===== src/gkar_pkg.sv =====
package gkar_pkg;

   // Request operations
   typedef enum logic {
      OP_SAMPLE = 1'b0,
      OP_SEED   = 1'b1
   } op_type;

   // Configuration register indexes
   typedef enum logic [2:0] {
      CSR_REPEAT_DELAY    = 3'd0,
      CSR_REPEAT_INTERVAL = 3'd1,
      CSR_STICKY_MASK     = 3'd2,
      CSR_DIRECTION_MASK  = 3'd3,
      CSR_AXIS_THRESHOLD  = 3'd4
   } csr_index_type;

   localparam logic [7:0]  RESET_REPEAT_DELAY    = 8'd15;
   localparam logic [7:0]  RESET_REPEAT_INTERVAL = 8'd2;
   localparam logic [15:0] RESET_STICKY_MASK     = 16'h0B6F;
   localparam logic [15:0] RESET_DIRECTION_MASK  = 16'hF000;
   localparam logic [14:0] RESET_AXIS_THRESHOLD  = 15'd2;

   // Device types at or above this read as absent
   localparam logic [7:0]  DEVICE_ABSENT = 8'hFE;
   localparam logic [7:0]  DEVICE_DIGITAL = 8'h00;

   // Stick direction bits in the merged word
   localparam logic [15:0] DIR_LEFT  = 16'h8000;
   localparam logic [15:0] DIR_DOWN  = 16'h4000;
   localparam logic [15:0] DIR_RIGHT = 16'h2000;
   localparam logic [15:0] DIR_UP    = 16'h1000;

   typedef struct packed {
      op_type             op;
      logic [7:0]         pad_kind;
      logic [15:0]        raw_buttons;
      logic signed [15:0] axis_x;
      logic signed [15:0] axis_y;
   } req_payload_type;

   typedef struct packed {
      logic [15:0] pressed;
      logic [15:0] merged_buttons;
   } rsp_payload_type;

endpackage


===== src/gamepad_key_auto_repeat.sv =====
// Channel  | Direction | Handshake          | Content
// ---------+-----------+--------------------+-----------------------------------------
// req      | in        | req_valid/req_stall | op, pad_kind, raw_buttons, axis_x/y
// rsp      | out       | rsp_valid/rsp_stall | pressed, merged_buttons
// csr      | in        | csr_valid/csr_ready | csr_index (3b), csr_data (16b)
//
// A request is captured in the input register, then the remap, threshold
// compare and repeat decision run in one pass into the result register. One
// request per cycle sustained while the response is not stalled; the repeat
// state is the only serial dependency and it settles in that single pass.
// Synchronous active-high reset clears valids, repeat state and CSRs to their
// defaults. A stalled response holds the pipe; the input register still
// fills, and req_stall rises only when both stages are full.
module gamepad_key_auto_repeat
   import gkar_pkg::*;
(
   input  logic            clock,
   input  logic            reset,
   input  logic            req_valid,
   output logic            req_stall,
   input  req_payload_type req_payload,
   output logic            rsp_valid,
   input  logic            rsp_stall,
   output rsp_payload_type rsp_payload,
   input  logic            csr_valid,
   output logic            csr_ready,
   input  logic [2:0]      csr_index,
   input  logic [15:0]     csr_data
);

   // Configuration
   logic [7:0]  repeat_delay_ff;
   logic [7:0]  repeat_interval_ff;
   logic [15:0] sticky_mask_ff;
   logic [15:0] direction_mask_ff;
   logic [14:0] axis_threshold_ff;

   // Pipeline
   logic            in_valid_ff;
   req_payload_type in_data_ff;
   logic            rsp_valid_ff;
   rsp_payload_type rsp_data_ff;

   // Repeat state
   logic [15:0] last_buttons_ff, last_buttons_in;
   logic [7:0]  repeat_timer_ff, repeat_timer_in;

   logic            out_free;
   logic            advance;
   logic [15:0]     swapped;
   logic [15:0]     merged;
   logic [15:0]     cur;
   logic [15:0]     pressed;
   logic            held;
   logic signed [16:0] ax_ext, ay_ext, pos_t, neg_t;

   assign csr_ready = 1'b1;

   always_ff @(posedge clock) begin
      if (reset) begin
         repeat_delay_ff    <= RESET_REPEAT_DELAY;
         repeat_interval_ff <= RESET_REPEAT_INTERVAL;
         sticky_mask_ff     <= RESET_STICKY_MASK;
         direction_mask_ff  <= RESET_DIRECTION_MASK;
         axis_threshold_ff  <= RESET_AXIS_THRESHOLD;
      end else if (csr_valid && csr_ready) begin
         unique case (csr_index)
            CSR_REPEAT_DELAY:    repeat_delay_ff    <= csr_data[7:0];
            CSR_REPEAT_INTERVAL: repeat_interval_ff <= csr_data[7:0];
            CSR_STICKY_MASK:     sticky_mask_ff     <= csr_data;
            CSR_DIRECTION_MASK:  direction_mask_ff  <= csr_data;
            CSR_AXIS_THRESHOLD:  axis_threshold_ff  <= csr_data[14:0];
            default: ;  // unmapped index, write dropped
         endcase
      end
   end

   // Handshake: result register frees when empty or being taken
   assign out_free  = !rsp_valid_ff || !rsp_stall;
   assign advance   = in_valid_ff && out_free;
   assign req_stall = in_valid_ff && !out_free;

   always_ff @(posedge clock) begin
      if (reset) begin
         in_valid_ff <= 1'b0;
      end else if (!req_stall) begin
         in_valid_ff <= req_valid;
      end
   end

   always_ff @(posedge clock) begin
      if (req_valid && !req_stall) begin
         in_data_ff <= req_payload;
      end
   end

   // Byte swap, then face-button reorder (bits 4..7 reversed)
   assign swapped = {in_data_ff.raw_buttons[7:0], in_data_ff.raw_buttons[15:8]};

   // Stick compares done 17-bit signed so -threshold never overflows
   assign ax_ext = {in_data_ff.axis_x[15], in_data_ff.axis_x};
   assign ay_ext = {in_data_ff.axis_y[15], in_data_ff.axis_y};
   assign pos_t  = {2'b00, axis_threshold_ff};
   assign neg_t  = -pos_t;

   always_comb begin
      merged = {swapped[15:8], swapped[4], swapped[5], swapped[6], swapped[7],
                swapped[3:0]};
      if (in_data_ff.pad_kind != DEVICE_DIGITAL) begin
         if (ax_ext <= neg_t) begin
            merged = merged | DIR_LEFT;
         end else if (ax_ext >= pos_t) begin
            merged = merged | DIR_RIGHT;
         end
         if (ay_ext <= neg_t) begin
            merged = merged | DIR_UP;
         end else if (ay_ext >= pos_t) begin
            merged = merged | DIR_DOWN;
         end
      end
      if (in_data_ff.pad_kind >= DEVICE_ABSENT) begin
         merged = '0;  // absent pad reads as release
      end
   end

   // Held: nonzero and same as last, or overlapping last/sticky bits
   assign held = (merged != '0) &&
                 ((merged == last_buttons_ff) ||
                  ((last_buttons_ff != '0) &&
                   ((merged & (last_buttons_ff | sticky_mask_ff)) != '0)));

   always_comb begin
      last_buttons_in = last_buttons_ff;
      repeat_timer_in = repeat_timer_ff;
      pressed         = '0;
      cur             = merged;
      if (in_data_ff.op == OP_SEED) begin
         last_buttons_in = merged;
         repeat_timer_in = repeat_delay_ff;
      end else if (held) begin
         // while held, direction bits alone repeat if any are set
         if ((merged & direction_mask_ff) != '0) begin
            cur = merged & direction_mask_ff;
         end
         if (repeat_timer_ff == '0) begin
            pressed         = cur;
            repeat_timer_in = repeat_interval_ff;
         end else begin
            repeat_timer_in = repeat_timer_ff - 8'd1;
         end
      end else if (merged == '0) begin
         last_buttons_in = '0;
         repeat_timer_in = '0;
      end else begin
         // new press
         pressed         = merged;
         last_buttons_in = merged;
         repeat_timer_in = repeat_delay_ff;
      end
   end

   always_ff @(posedge clock) begin
      if (reset) begin
         last_buttons_ff <= '0;
         repeat_timer_ff <= '0;
         rsp_valid_ff    <= 1'b0;
      end else begin
         if (advance) begin
            last_buttons_ff <= last_buttons_in;
            repeat_timer_ff <= repeat_timer_in;
         end
         if (out_free) begin
            rsp_valid_ff <= in_valid_ff;
         end
      end
   end

   always_ff @(posedge clock) begin
      if (advance) begin
         rsp_data_ff.pressed        <= pressed;
         rsp_data_ff.merged_buttons <= merged;
      end
   end

   assign rsp_valid   = rsp_valid_ff;
   assign rsp_payload = rsp_data_ff;

endmodule


===== config.mk =====
export PLATFORM = sky130hd
export DESIGN_NAME = gamepad_key_auto_repeat
export DESIGN_NICKNAME = d
export VERILOG_FILES = /design/src/gkar_pkg.sv /design/src/gamepad_key_auto_repeat.sv
export SDC_FILE = /design/constraint.sdc
export NUM_CORES = 1
export LEC_CHECK = 0
export BUFFER_PORTS_ARGS = -buffer_cell sky130_fd_sc_hd__buf_2
export CORE_MARGIN = 5
export CORE_UTILIZATION = 45
export CTS_BUF_LIST = sky130_fd_sc_hd__clkbuf_2
export DETAILED_ROUTE_END_ITERATION = 8
export PLACE_DENSITY = 0.66
export SYNTH_ARGS = -nofsm -noshare
export SYNTH_HDL_FRONTEND = slang
export SYNTH_SLANG_ARGS = --single-unit
export TNS_END_PERCENT = 1

===== constraint.sdc =====
create_clock -name clock -period 5 [get_ports clock]
set_clock_uncertainty 0.15 [all_clocks]
set_input_delay 1 -clock clock [delete_from_list [all_inputs] [get_ports clock]]
set_output_delay 1 -clock clock [all_outputs]
set_load 0.01 [all_outputs]

### Word-level counts from Yosys, hierarchy flattened

Cells that the tools add are included.

* add/subtract/negate cells: 2
* order comparisons: 5
* equality and inequality tests: 6
* mux-type cells: 16
* bitwise operators: 3
* reduce and logical (&&, ||, !) cells: 25

Operators by type and width (count)
* 16-bit two-way mux: 9
* 16-bit nonzero test: 4
* 16-bit by 17-bit less-or-equal comparator with 1-bit output: 2
* 16-bit AND: 2
* 16-bit greater-or-equal comparator: 2
* 8-bit two-way mux: 4
* 15-bit two-way mux: 2
* 15-bit negator with 17-bit output: 1
* 16-bit == test: 1
* 16-bit logical NOT: 1
* 16-bit bitwise OR: 1
* 14-bit two-way mux: 1
* 2-bit AND reduction: 6
* 8-bit greater-or-equal comparator, second input constant: 1
* 8-bit logical NOT: 1
* 8-bit nonzero test: 1
* 8-bit by 1-bit subtractor with 8-bit output, second input constant: 1
* 3-bit by 2-bit == test with 1-bit output, second input constant: 2
* 1-bit logical AND: 5
* 1-bit logical NOT: 4
* 3-bit by 1-bit == test with 1-bit output, second input constant: 1
* 3-bit == test, second input constant: 1
* 3-bit logical NOT: 1
* 1-bit logical OR: 2
* 2-bit != test, second input constant: 1

* register bits: 178
* logic and storage cells: 73

### Logic depth before layout (Yosys ltp)

Gate-level depths: netlist (run 1).

* depth after elaboration: 14
* gate-level depth with buffers: 20
* gate-level depth less buffers: 17

### Least setup slack after synthesis (run 1)

OpenSTA, ideal clock, no wires.

* path kind: input to register
* start point: input rsp_stall
* end point: register in_data_ff, in the netlist ax_ext[0], enable pin
* library setup time: 478 ps
* data arrival time: 3781 ps
* setup slack: 590 ps
* cell stages on the path: 2
* cells stage by stage: and3_1 > nor2b_1

* word-level cells in the longest chain between the ends: 6

Ends and longest elaborated chain
* start: declaration: RTL line gamepad_key_auto_repeat.sv:23 `input logic rsp_stall,`
* 1-bit logical NOT: RTL line gamepad_key_auto_repeat.sv:79 `assign out_free = !rsp_valid_ff || !rsp_stall;`
* 1-bit logical OR: RTL line gamepad_key_auto_repeat.sv:79
* 1-bit logical NOT: RTL line gamepad_key_auto_repeat.sv:81 `assign req_stall = in_valid_ff && !out_free;`
* 1-bit logical AND: RTL line gamepad_key_auto_repeat.sv:81
* 1-bit logical NOT: RTL line gamepad_key_auto_repeat.sv:92 `if (req_valid && !req_stall) begin`
* 1-bit logical AND: RTL line gamepad_key_auto_repeat.sv:92
* end signal: assignment: RTL line gamepad_key_auto_repeat.sv:93 `in_data_ff <= req_payload;`
* end: declaration: RTL line gamepad_key_auto_repeat.sv:40 `req_payload_type in_data_ff;`

No other way between the ends.
A chain may end at the register's enable or synchronous reset.

### Worst setup path after layout (run 1)

* start point: register axis_threshold_ff[1]
* end point: register rsp_data_ff, in the netlist rsp_payload[16], data pin

* word-level cells in the longest chain between the ends: 13

Ends and longest elaborated chain
* start: declaration: RTL line gamepad_key_auto_repeat.sv:36 `logic [14:0] axis_threshold_ff;`
* start signal: assignment: RTL line gamepad_key_auto_repeat.sv:72 `CSR_AXIS_THRESHOLD: axis_threshold_ff <= csr_data[14:0];`
* 15-bit negator with 17-bit output or 16-bit greater-or-equal comparator (tied branches): RTL line gamepad_key_auto_repeat.sv:104, gamepad_key_auto_repeat.sv:112
* 16-bit by 17-bit less-or-equal comparator with 1-bit output or 14-bit two-way mux (tied branches): RTL line gamepad_key_auto_repeat.sv:110, gamepad_key_auto_repeat.sv:112
* 16-bit two-way mux: RTL line gamepad_key_auto_repeat.sv:110 `if (ax_ext <= neg_t) begin`
* 15-bit two-way mux: RTL line gamepad_key_auto_repeat.sv:117 `end else if (ay_ext >= pos_t) begin`
* 15-bit two-way mux: RTL line gamepad_key_auto_repeat.sv:115 `if (ay_ext <= neg_t) begin`
* 16-bit two-way mux (*): RTL line gamepad_key_auto_repeat.sv:109 `if (in_data_ff.pad_kind != DEVICE_DIGITAL) begin`
* 16-bit two-way mux (*): RTL line gamepad_key_auto_repeat.sv:121 `if (in_data_ff.pad_kind >= DEVICE_ABSENT) begin`
* 16-bit AND: RTL line gamepad_key_auto_repeat.sv:130 `((merged & (last_buttons_ff | sticky_mask_ff)) != '0)));`
* 16-bit nonzero test: RTL line gamepad_key_auto_repeat.sv:130
* 1-bit logical AND: RTL line gamepad_key_auto_repeat.sv:129 `((last_buttons_ff != '0) &&`
* 1-bit logical OR: RTL line gamepad_key_auto_repeat.sv:128 `((merged == last_buttons_ff) ||`
* 1-bit logical AND: RTL line gamepad_key_auto_repeat.sv:127 `assign held = (merged != '0) &&`
* 16-bit two-way mux (*): RTL line gamepad_key_auto_repeat.sv:140 `end else if (held) begin`
* end: declaration: RTL line gamepad_key_auto_repeat.sv:42 `rsp_payload_type rsp_data_ff;`

Mark *: on every way between the ends. The rest lies on a longest branch, timed or not.

==> impl_metrics.env, run 1 <==
export IMPL_worst_slack_ps=196.5
export IMPL_dp_hpwl_mm=18.77
export IMPL_synth_simple_gate_area_share_pct=19.20
export IMPL_layout_common_cells="186 x nand2_1, 114 x buf_2, 89 x edfxtp_1, 89 x dfxtp_1, 68 x a21oi_1"
export IMPL_cp_arrival_ps=5220
export IMPL_area_growth_pct=12.17
export IMPL_max_slew_margin_pct=18.38
export IMPL_synth_ff_type="edfxtp_1"
export IMPL_synthAdderAreaFrac_pct=8.149
export IMPL_setup_viol=0
export IMPL_first_global_vias=7067
export IMPL_worst_pin_slew_ps=1220
export IMPL_rsz0062_at_grt="no"
export IMPL_synth_nets=1108
export IMPL_yosysWarnings=0
export IMPL_ys_ff_latch=178
export IMPL_yosys_area_share_xor_xnor_pct=2.779
export IMPL_drive_gt1_share_pct=17.84
export IMPL_coreArea_um2=20360
export IMPL_ir_worst_vdd_mv=0.1899
export IMPL_fmax_mhz=208.2
export IMPL_synth_edf_count=89
export IMPL_clkTransAtPathRegs_ps=290
export IMPL_dieArea_um2=23800
export IMPL_drt_total_wl_mm=24.61
export IMPL_cts_root_buffer="clkbuf_2"
export IMPL_synth_area_per_cell_um2=9.696
export IMPL_clk_latency_ps=780
export IMPL_critPathKind="register to register"
export IMPL_mostFrequentLayoutCell="nand2_1"
export IMPL_cp_required_ps=5410
export IMPL_grtUsageTotal_pct=20.55
export IMPL_ys_seq_area_share_pct=47.56
export IMPL_drt_iter0_markers=572
export IMPL_drt_first_pass_iters=7
export IMPL_cts_buffers=17
export IMPL_synth_area_mux_share_pct=1.817
export IMPL_layout_nets=1222
export IMPL_gp_congestion=0.9281
export IMPL_hold_viol=0
export IMPL_clockBufferDepth=2
export IMPL_routed_via_density=5.530
export IMPL_portBuffers=114
export IMPL_h_tree_depth=4
export IMPL_finalSetupTns_ps=0
export IMPL_place_ws_ps=240.2
export IMPL_cts_hold_buf=0
export IMPL_cts_tree="done"
export IMPL_fin_crit_sh_pct=96.07
export IMPL_synth_compound_area_share_pct=15.92
export IMPL_row_count=52
export IMPL_syn_area_um2=9366
export IMPL_syn_inst=966
export IMPL_cellLeakagePower_nw=4.256
export IMPL_start_kind="register"
export IMPL_ant_nets=0
export IMPL_ioPinCount=116
export IMPL_synth_async_reset_ratio_pct=0
export IMPL_grt_max_degree=61
export IMPL_power_density_nw_per_um2=282.5
export IMPL_initial_core_util_pct=45.99
export IMPL_synth_top_family_by_area="simple AND/OR/NAND/NOR gates"
export IMPL_hold_class="input port to register"
export IMPL_wl_per_cell_um=18.04
export IMPL_drc=0
export IMPL_critical_path_max_fanout=15
export IMPL_total_power_mw=2.968
export IMPL_ys_types=76
export IMPL_grt_antenna_before_repair=2
export IMPL_vias=7543
export IMPL_min_period_ps=4804
export IMPL_maxSlewViolCount=0
export IMPL_grt_pass1_wl_mm=38.91
export IMPL_maxCapViolCount=0
export IMPL_status="finished, final reports clean"
export IMPL_cts_sinks=178
export IMPL_end_kind="register"
export IMPL_die_w_um=154.3
export IMPL_overflow=0
export IMPL_dieHeight_um=154.3
cells in the mapped netlist (6+ instances only):
cell type | number | area (um2)
o31ai_1 | 9 | 67.56
nand3b_1 | 21 | 157.7
nand2b_1 | 6 | 37.54
nand4_1 | 15 | 93.84
and2_1 | 6 | 37.54
a21oi_1 | 68 | 340.3
nand2_1 | 186 | 698.2
nor4_1 | 15 | 93.84
nor3_1 | 16 | 80.08
xnor2_1 | 17 | 148.9
a31oi_1 | 8 | 50.05
inv_1 | 59 | 221.5
and3_1 | 7 | 43.79
mux2i_1 | 17 | 170.2
a211oi_1 | 6 | 45.04
o21ai_0 | 49 | 245.2
edfxtp_1 | 89 | 2673
ha_1 | 61 | 763.2
clkbuf_1 | 28 | 105.1
dfxtp_1 | 89 | 1782
nor2_1 | 56 | 210.2
a221oi_1 | 10 | 87.58
nand3_1 | 9 | 45.04
a2111oi_2 | 9 | 135.1
a21o_1 | 7 | 52.55
worst paths after layout:
check | from | endpoint | depth (start not counted) | slack, ps
worst min register to register | repeat_delay_ff[6] | repeat_delay_ff[6] | 2 | 320
worst min-delay path | req_payload[41] | in_data_ff[41] | 1 | 210
worst max register to register | axis_threshold_ff[1] | rsp_payload[16] | 16 | 200
worst max-delay path | axis_threshold_ff[1] | rsp_payload[16] | 16 | 200
where the power goes:
group | switching [mW] | leakage (nW) | internal (mW)
Sequential | 0.0644 | 1.58 | 1.61
Combinational | 0.310 | 2.52 | 0.207
Clock | 0.564 | 0.153 | 0.210
per-layer routing:
metal | part of all wire [%] | global-route usage [%]
met1 | 48 | 30.94
met2 | 44 | 30.43
met3 | 6.9 | 4.163
met4 | 1.3 | 4.836
met5 | 0.053 | 0
timing repair:
item | in CTS | in global routing
setup buffers | 0 | 2
resized for setup | 0 | 3
endpoints found under the setup margin | 0 | 6
cell families (layout without fill, tap and decap cells):
family	count (synthesis)	count (layout)
xor+xnor	25	25
mux	17	17
flops	178	178
buf+inv	97	224
simple gates	371	371
compound gates	216	216
fa+ha+maj	61	61
other cells	1	2
layout make-up:
class                      count  area [um2]
inverter                      59       221.5
clock inverter                15       170.2
fill                        1914        9858
sequential                   178        4454
antenna                        1       2.502
timing repair buffer         133       725.7
clock buffer                  17       85.08
tap                          270       337.8
multi-input combinational    691        4509
sequential cells by signal, summed over array words and instances, names as in the netlist:
| name | flops |
|---|---|
| last_buttons_ff | 16 |
| axis_threshold_ff | 15 |
| ay_ext | 16 |
| repeat_delay_ff | 8 |
| repeat_interval_ff | 8 |
| repeat_timer_ff | 8 |
| in_valid_ff | 1 |
| ax_ext | 16 |
| rsp_payload | 32 |
| rsp_valid | 1 |
| in_data_ff | 25 |
| sticky_mask_ff | 16 |
| direction_mask_ff | 16 |
through the flow:
stage / util (%) / hold slack (ps) / std cells / area [um2]
finish: 51.59 / 214.0 / 1364 / 10510
global placement: 50.23 / 290.1 / 1329 / 10230
floorplan: - / 281.6 / 966 / 9366
detailed placement: 50.23 / 294.8 / 1329 / 10230
CTS: 51.49 / 161.6 / 1361 / 10490
global route: 51.59 / 126.4 / 1364 / 10510
critical path, cell delays in order, from the launching register on:
cell and delay [ps]:
dfxtp_1 400, inv_1 110, ha_1 180, or3b_2 480
buf_4 190, nor3_1 170, xnor2_1 180, ha_1 300
a211o_1 260, o32a_1 360, a211o_2 370, a31oi_2 290
a21boi_1 130, a41oi_2 290, a21oi_2 50, buf_4 210
a2111oi_1 480
(Power assumes the default switching activity.)
==> run 2: changes to the inputs <==
Settings changed: CORE_MARGIN 5 to 4, SKIP_LAST_GASP set to 1.
==> impl_metrics.env, run 2 (synthesis results as in run 1) <==
export IMPL_layout_common_cells="186 x nand2_1, 114 x buf_2, 89 x edfxtp_1"
export IMPL_clkTransAtPathRegs_ps=300
export IMPL_grt_pass1_wl_mm=39.30
export IMPL_ioPinCount=116
export IMPL_fmax_mhz=212.4
export IMPL_p_sw_mw=0.9307
export IMPL_hold_start="req_payload[12]"
export IMPL_max_slew_margin_pct=14.93
export IMPL_maxSlewViolCount=0
export IMPL_r2r_start="axis_threshold_ff[1]"
export IMPL_routed_via_density=5.563
export IMPL_initial_core_util_pct=45.99
export IMPL_drt_total_wl_mm=24.92
export IMPL_critical_path_max_fanout=15
export IMPL_hold_class="input port to register"
export IMPL_status="finished, final reports clean"
export IMPL_drt_iter0_markers=665
export IMPL_portBuffers=114
export IMPL_drive_gt1_share_pct=18.45
export IMPL_holdWs_ps=226.6
export IMPL_hold_viol=0
export IMPL_cpPeakStageDelay_ps=500
export IMPL_cts_root_buffer="clkbuf_2"
export IMPL_dieHeight_um=152.3
export IMPL_finalSetupTns_ps=0
export IMPL_post_cts_buffers=0
export IMPL_p_int_mw=1.965
export IMPL_cts_hold_buf=0
export IMPL_cellLeakagePower_nw=4.241
export IMPL_total_power_mw=2.896
export IMPL_end_kind="register"
export IMPL_wl_per_cell_um=18.24
export IMPL_grtUsageTotal_pct=21.18
export IMPL_h_tree_depth=4
export IMPL_area_growth_pct=12.45
export IMPL_clk_latency_ps=770
export IMPL_coreArea_um2=20360
export IMPL_gp_congestion=0.9439
export IMPL_cts_buffers=17
export IMPL_min_period_ps=4709
export IMPL_overflow=0
export IMPL_layout_nets=1224
export IMPL_dp_hpwl_mm=18.71
export IMPL_cts_tree="done"
export IMPL_fin_crit_sh_pct=94.17
export IMPL_start_kind="register"
export IMPL_worst_pin_slew_ps=1271
export IMPL_stdcell_area_um2=10530
export IMPL_drc=0
export IMPL_vias=7599
export IMPL_cp_required_ps=5420
export IMPL_ant_nets=0
export IMPL_drt_first_pass_iters=7
export IMPL_first_global_vias=7315
export IMPL_grt_max_degree=70
export IMPL_placed_cell_area_um2=10260
export IMPL_largest_reg_flops=32
export IMPL_row_count=52
export IMPL_critPathSlowestCell="or3b_2"
export IMPL_dieArea_um2=23190
export IMPL_mostFrequentLayoutCell="nand2_1"
export IMPL_power_frac_comb_pct=18.0
export IMPL_swShare_pct=32.14
export IMPL_grt_antenna_before_repair=1
export IMPL_power_density_nw_per_um2=275.0
export IMPL_die_w_um=152.3
export IMPL_cts_sinks=178
export IMPL_setup_viol=0
export IMPL_worstSetupStartpoint="axis_threshold_ff[1]"
export IMPL_maxCapViolCount=0
export IMPL_critPathKind="register to register"
export IMPL_cts_resized_gates=0
export IMPL_power_frac_clock_pct=24.1
export IMPL_clockBufferDepth=2
export IMPL_r2r_slack_ps=290
export IMPL_path_cells="inv_1 > ha_1 > or3b_2 > buf_4 > nor3_2 > xnor2_1 > ha_1 > a211oi_1 > o21ai_1 > o211ai_1 > o311ai_0 > o22a_1 > a21oi_4 > o221ai_1 > o21ai_2 > a21oi_2 > buf_4 > a2111oi_1"
export IMPL_cp_arrival_ps=5120
export IMPL_ir_worst_vdd_mv=0.1593
export IMPL_pwr_share_seq_pct=57.9
-- run 2: cell types whose count changed in the layout (fill, tap and decap cells not counted), sizes merged --
cell      delta
inv          -3
clkinvlp     +5
clkinv       -1
buf          +2
bufinv       -1
-- run 2: critical path, delay by kind of cell, from the launching register on --
kind,cells,cell delay (ps)
DFF,1,400
xor gates and xnor gates,1,170
and+or+nand+nor,2,630
AOI/OAI and AO/OA,10,2190
buffers and inverters,3,510
adders and majority gates,2,500
-- run 2: metal layers --
metal	track usage (%)	vias to the layer above	routed length [um]
met4	4.795	0	271
met1	31.29	3601	12060
met5	0	-	0
met2	32.18	252	10920
li1	-	3725	-
met3	4.374	21	1665
-- run 2: final cells by class --
class / count / area [um2]
fillers: 1891 / 9832
multi-input cells: 691 / 4558
flip-flops and latches: 178 / 4456
repair buffers: 135 / 740.7
well taps: 270 / 337.8
inverters: 59 / 221.5
clock inverters: 15 / 131.4
clock buffers: 17 / 85.08
diodes: 1 / 2.502
-- run 2: per-stage QoR --
stage               setup slack [ps]  utilization, %  cells
floorplan                      590.3               -    966
global placement               345.9           50.38   1333
detailed placement             255.7           50.38   1333
CTS                            209.8           51.44   1365
global route                  -3.267           51.72   1366
finish                         291.4           51.72   1366
-- run 2: final timing paths --
path / to / depth (start not counted)
max: rsp_payload[17] / 18
min: ay_ext[12] / 1
max reg2reg: rsp_payload[17] / 18
min reg2reg: direction_mask_ff[6] / 2
-- run 2: power by group through the flow --
| stage | sequential (mW) | combinational, mW | clock (mW) |
|---|---|---|---|
| 3_3_place_gp | 1.71 | 0.501 | 0 |
| 5_1_grt | 1.69 | 0.579 | 0.776 |
| 6_report | 1.68 | 0.521 | 0.697 |
| 2_1_floorplan | 1.69 | 0.347 | 0 |
| 4_1_cts | 1.68 | 0.508 | 0.718 |
| 3_5_place_dp | 1.71 | 0.505 | 0 |
==> run 3: changes to the inputs <==
Settings changed: CORE_MARGIN 4 to 5.
==> impl_metrics.env, run 3 (synthesis results as in run 1) <==
export IMPL_status="finished, final reports clean"
export IMPL_maxCapViolCount=0
export IMPL_stdcell_area_um2=10510
export IMPL_nFillCells=1911
export IMPL_cts_buffers=17
export IMPL_dieHeight_um=154.3
export IMPL_placed_cell_area_um2=10230
export IMPL_critical_path_max_fanout=15
export IMPL_start_kind="register"
export IMPL_layout_common_cells="186 x nand2_1, 114 x buf_2, 89 x edfxtp_1, 89 x dfxtp_1, 68 x a21oi_1"
export IMPL_area_growth_pct=12.16
export IMPL_cellLeakagePower_nw=4.256
export IMPL_drt_iter0_markers=608
export IMPL_fin_crit_sh_pct=93.93
export IMPL_maxSlewViolCount=0
export IMPL_cts_tree="done"
export IMPL_setup_viol=0
export IMPL_coreArea_um2=20360
export IMPL_dieArea_um2=23800
export IMPL_place_ws_ps=240.2
export IMPL_cts_root_buffer="clkbuf_2"
export IMPL_overflow=0
export IMPL_portBuffers=114
export IMPL_gr_usage_met3_pct=4.163
export IMPL_max_slew_margin_pct=18.82
export IMPL_ir_worst_vdd_mv=0.1899
export IMPL_wl_per_cell_um=18.06
export IMPL_fmax_mhz=212.9
export IMPL_gp_congestion=0.9281
export IMPL_first_global_vias=7067
export IMPL_mostFrequentLayoutCell="nand2_1"
export IMPL_routed_via_density=5.483
export IMPL_worst_slack_ps=303.3
export IMPL_end_kind="register"
export IMPL_ioPinCount=116
export IMPL_critPathSlowestCell="or3b_2"
export IMPL_row_count=52
export IMPL_clk_latency_ps=790
export IMPL_clockBufferDepth=2
export IMPL_worst_pin_slew_ps=1213
export IMPL_use_met1_pct=30.94
export IMPL_hold_viol=0
export IMPL_grt_pass1_wl_mm=38.91
export IMPL_cp_required_ps=5450
export IMPL_grt_antenna_before_repair=2
export IMPL_seqCellArea_um2=4454
export IMPL_gr_max_usage_layer="met1"
export IMPL_largest_reg_flops=32
export IMPL_rsz0062_at_grt="yes"
export IMPL_reg2reg_depth=18
export IMPL_drc=0
export IMPL_holdWs_ps=205.7
export IMPL_hold_class="input port to register"
export IMPL_initial_core_util_pct=45.99
export IMPL_multiInputGateArea_um2=4508
export IMPL_path_cells="inv_1 > ha_1 > or3b_2 > nor4_1 > buf_4 > nand2_1 > xnor2_1 > ha_1 > and4_1 > o211ai_1 > o31a_1 > o22a_1 > a21oi_4 > o221ai_1 > o21ai_2 > a21oi_2 > buf_4 > a2111oi_0"
export IMPL_cts_hold_buf=0
export IMPL_vias=7479
export IMPL_drive_gt1_share_pct=17.84
export IMPL_critPathKind="register to register"
export IMPL_cpPeakStageDelay_ps=480
export IMPL_drt_total_wl_mm=24.63
export IMPL_grt_use_met2_pct=30.43
export IMPL_dp_hpwl_mm=18.77
export IMPL_die_w_um=154.3
export IMPL_layout_nets=1222
export IMPL_worstHoldPathCells=1
export IMPL_min_period_ps=4697
export IMPL_cts_sinks=178
export IMPL_clkTransAtPathRegs_ps=300
export IMPL_finalSetupTns_ps=0
export IMPL_cp_arrival_ps=5150
export IMPL_h_tree_depth=4
export IMPL_utilization_pct=51.59
export IMPL_drt_first_pass_iters=7
export IMPL_ant_nets=0
export IMPL_grtUsageTotal_pct=20.55
export IMPL_power_density_nw_per_um2=282.7
export IMPL_grt_max_degree=61
[run 3: repair_timing]
action                                  CTS  global route
endpoints found under the setup margin    0             6
buffers inserted                          0             2
gates resized for setup                   0             2
[run 3: power by group]
part           internal, mW  total [mW]  switching [mW]
Clock                 0.210       0.778           0.568
Sequential             1.61        1.68          0.0643
Combinational         0.207       0.515           0.308
Total                  2.03        2.97           0.940
[run 3: per-layer routing]
layer | up-vias | part of all wire (%)
met2 | 241 | 43
met1 | 3491 | 49
met5 | - | 0.053
li1 | 3718 | -
met3 | 27 | 6.5
met4 | 2 | 1.3
[run 3: per-stage QoR]
stage                     total power [mW]  cells
final                                2.969   1364
after global routing                 3.110   1364
after CTS                            2.986   1361
after detailed placement             2.215   1329
after global placement               2.209   1329
after floorplan                      2.039    966
[run 3: cell type report]
type                       count  share of cell area (%)
antenna                        1                 0.02382
timing repair buffer         133                   6.908
clock inverter                15                   1.620
tap                          270                   3.216
sequential                   178                   42.40
multi-input combinational    691                   42.91
clock buffer                  17                  0.8099
inverter                      59                   2.108
[run 3: worst max-delay path: cells and delay by family (launching register included)]
| kind | cells | cell delay (ps) |
|---|---|---|
| AOI/OAI and AO/OA | 8 | 1860 |
| xor gates and xnor gates | 1 | 150 |
| adders and majority gates | 2 | 480 |
| buffers and inverters | 3 | 500 |
| DFF | 1 | 400 |
| and+or+nand+nor | 4 | 980 |
[run 3: worst paths after layout]
path | to | slack, ps | start
max | rsp_payload[16] | 300 | axis_threshold_ff[1]
min | in_data_ff[45] | 210 | req_payload[45]
max reg2reg | rsp_payload[16] | 300 | axis_threshold_ff[1]
min reg2reg | repeat_delay_ff[6] | 320 | repeat_delay_ff[6]
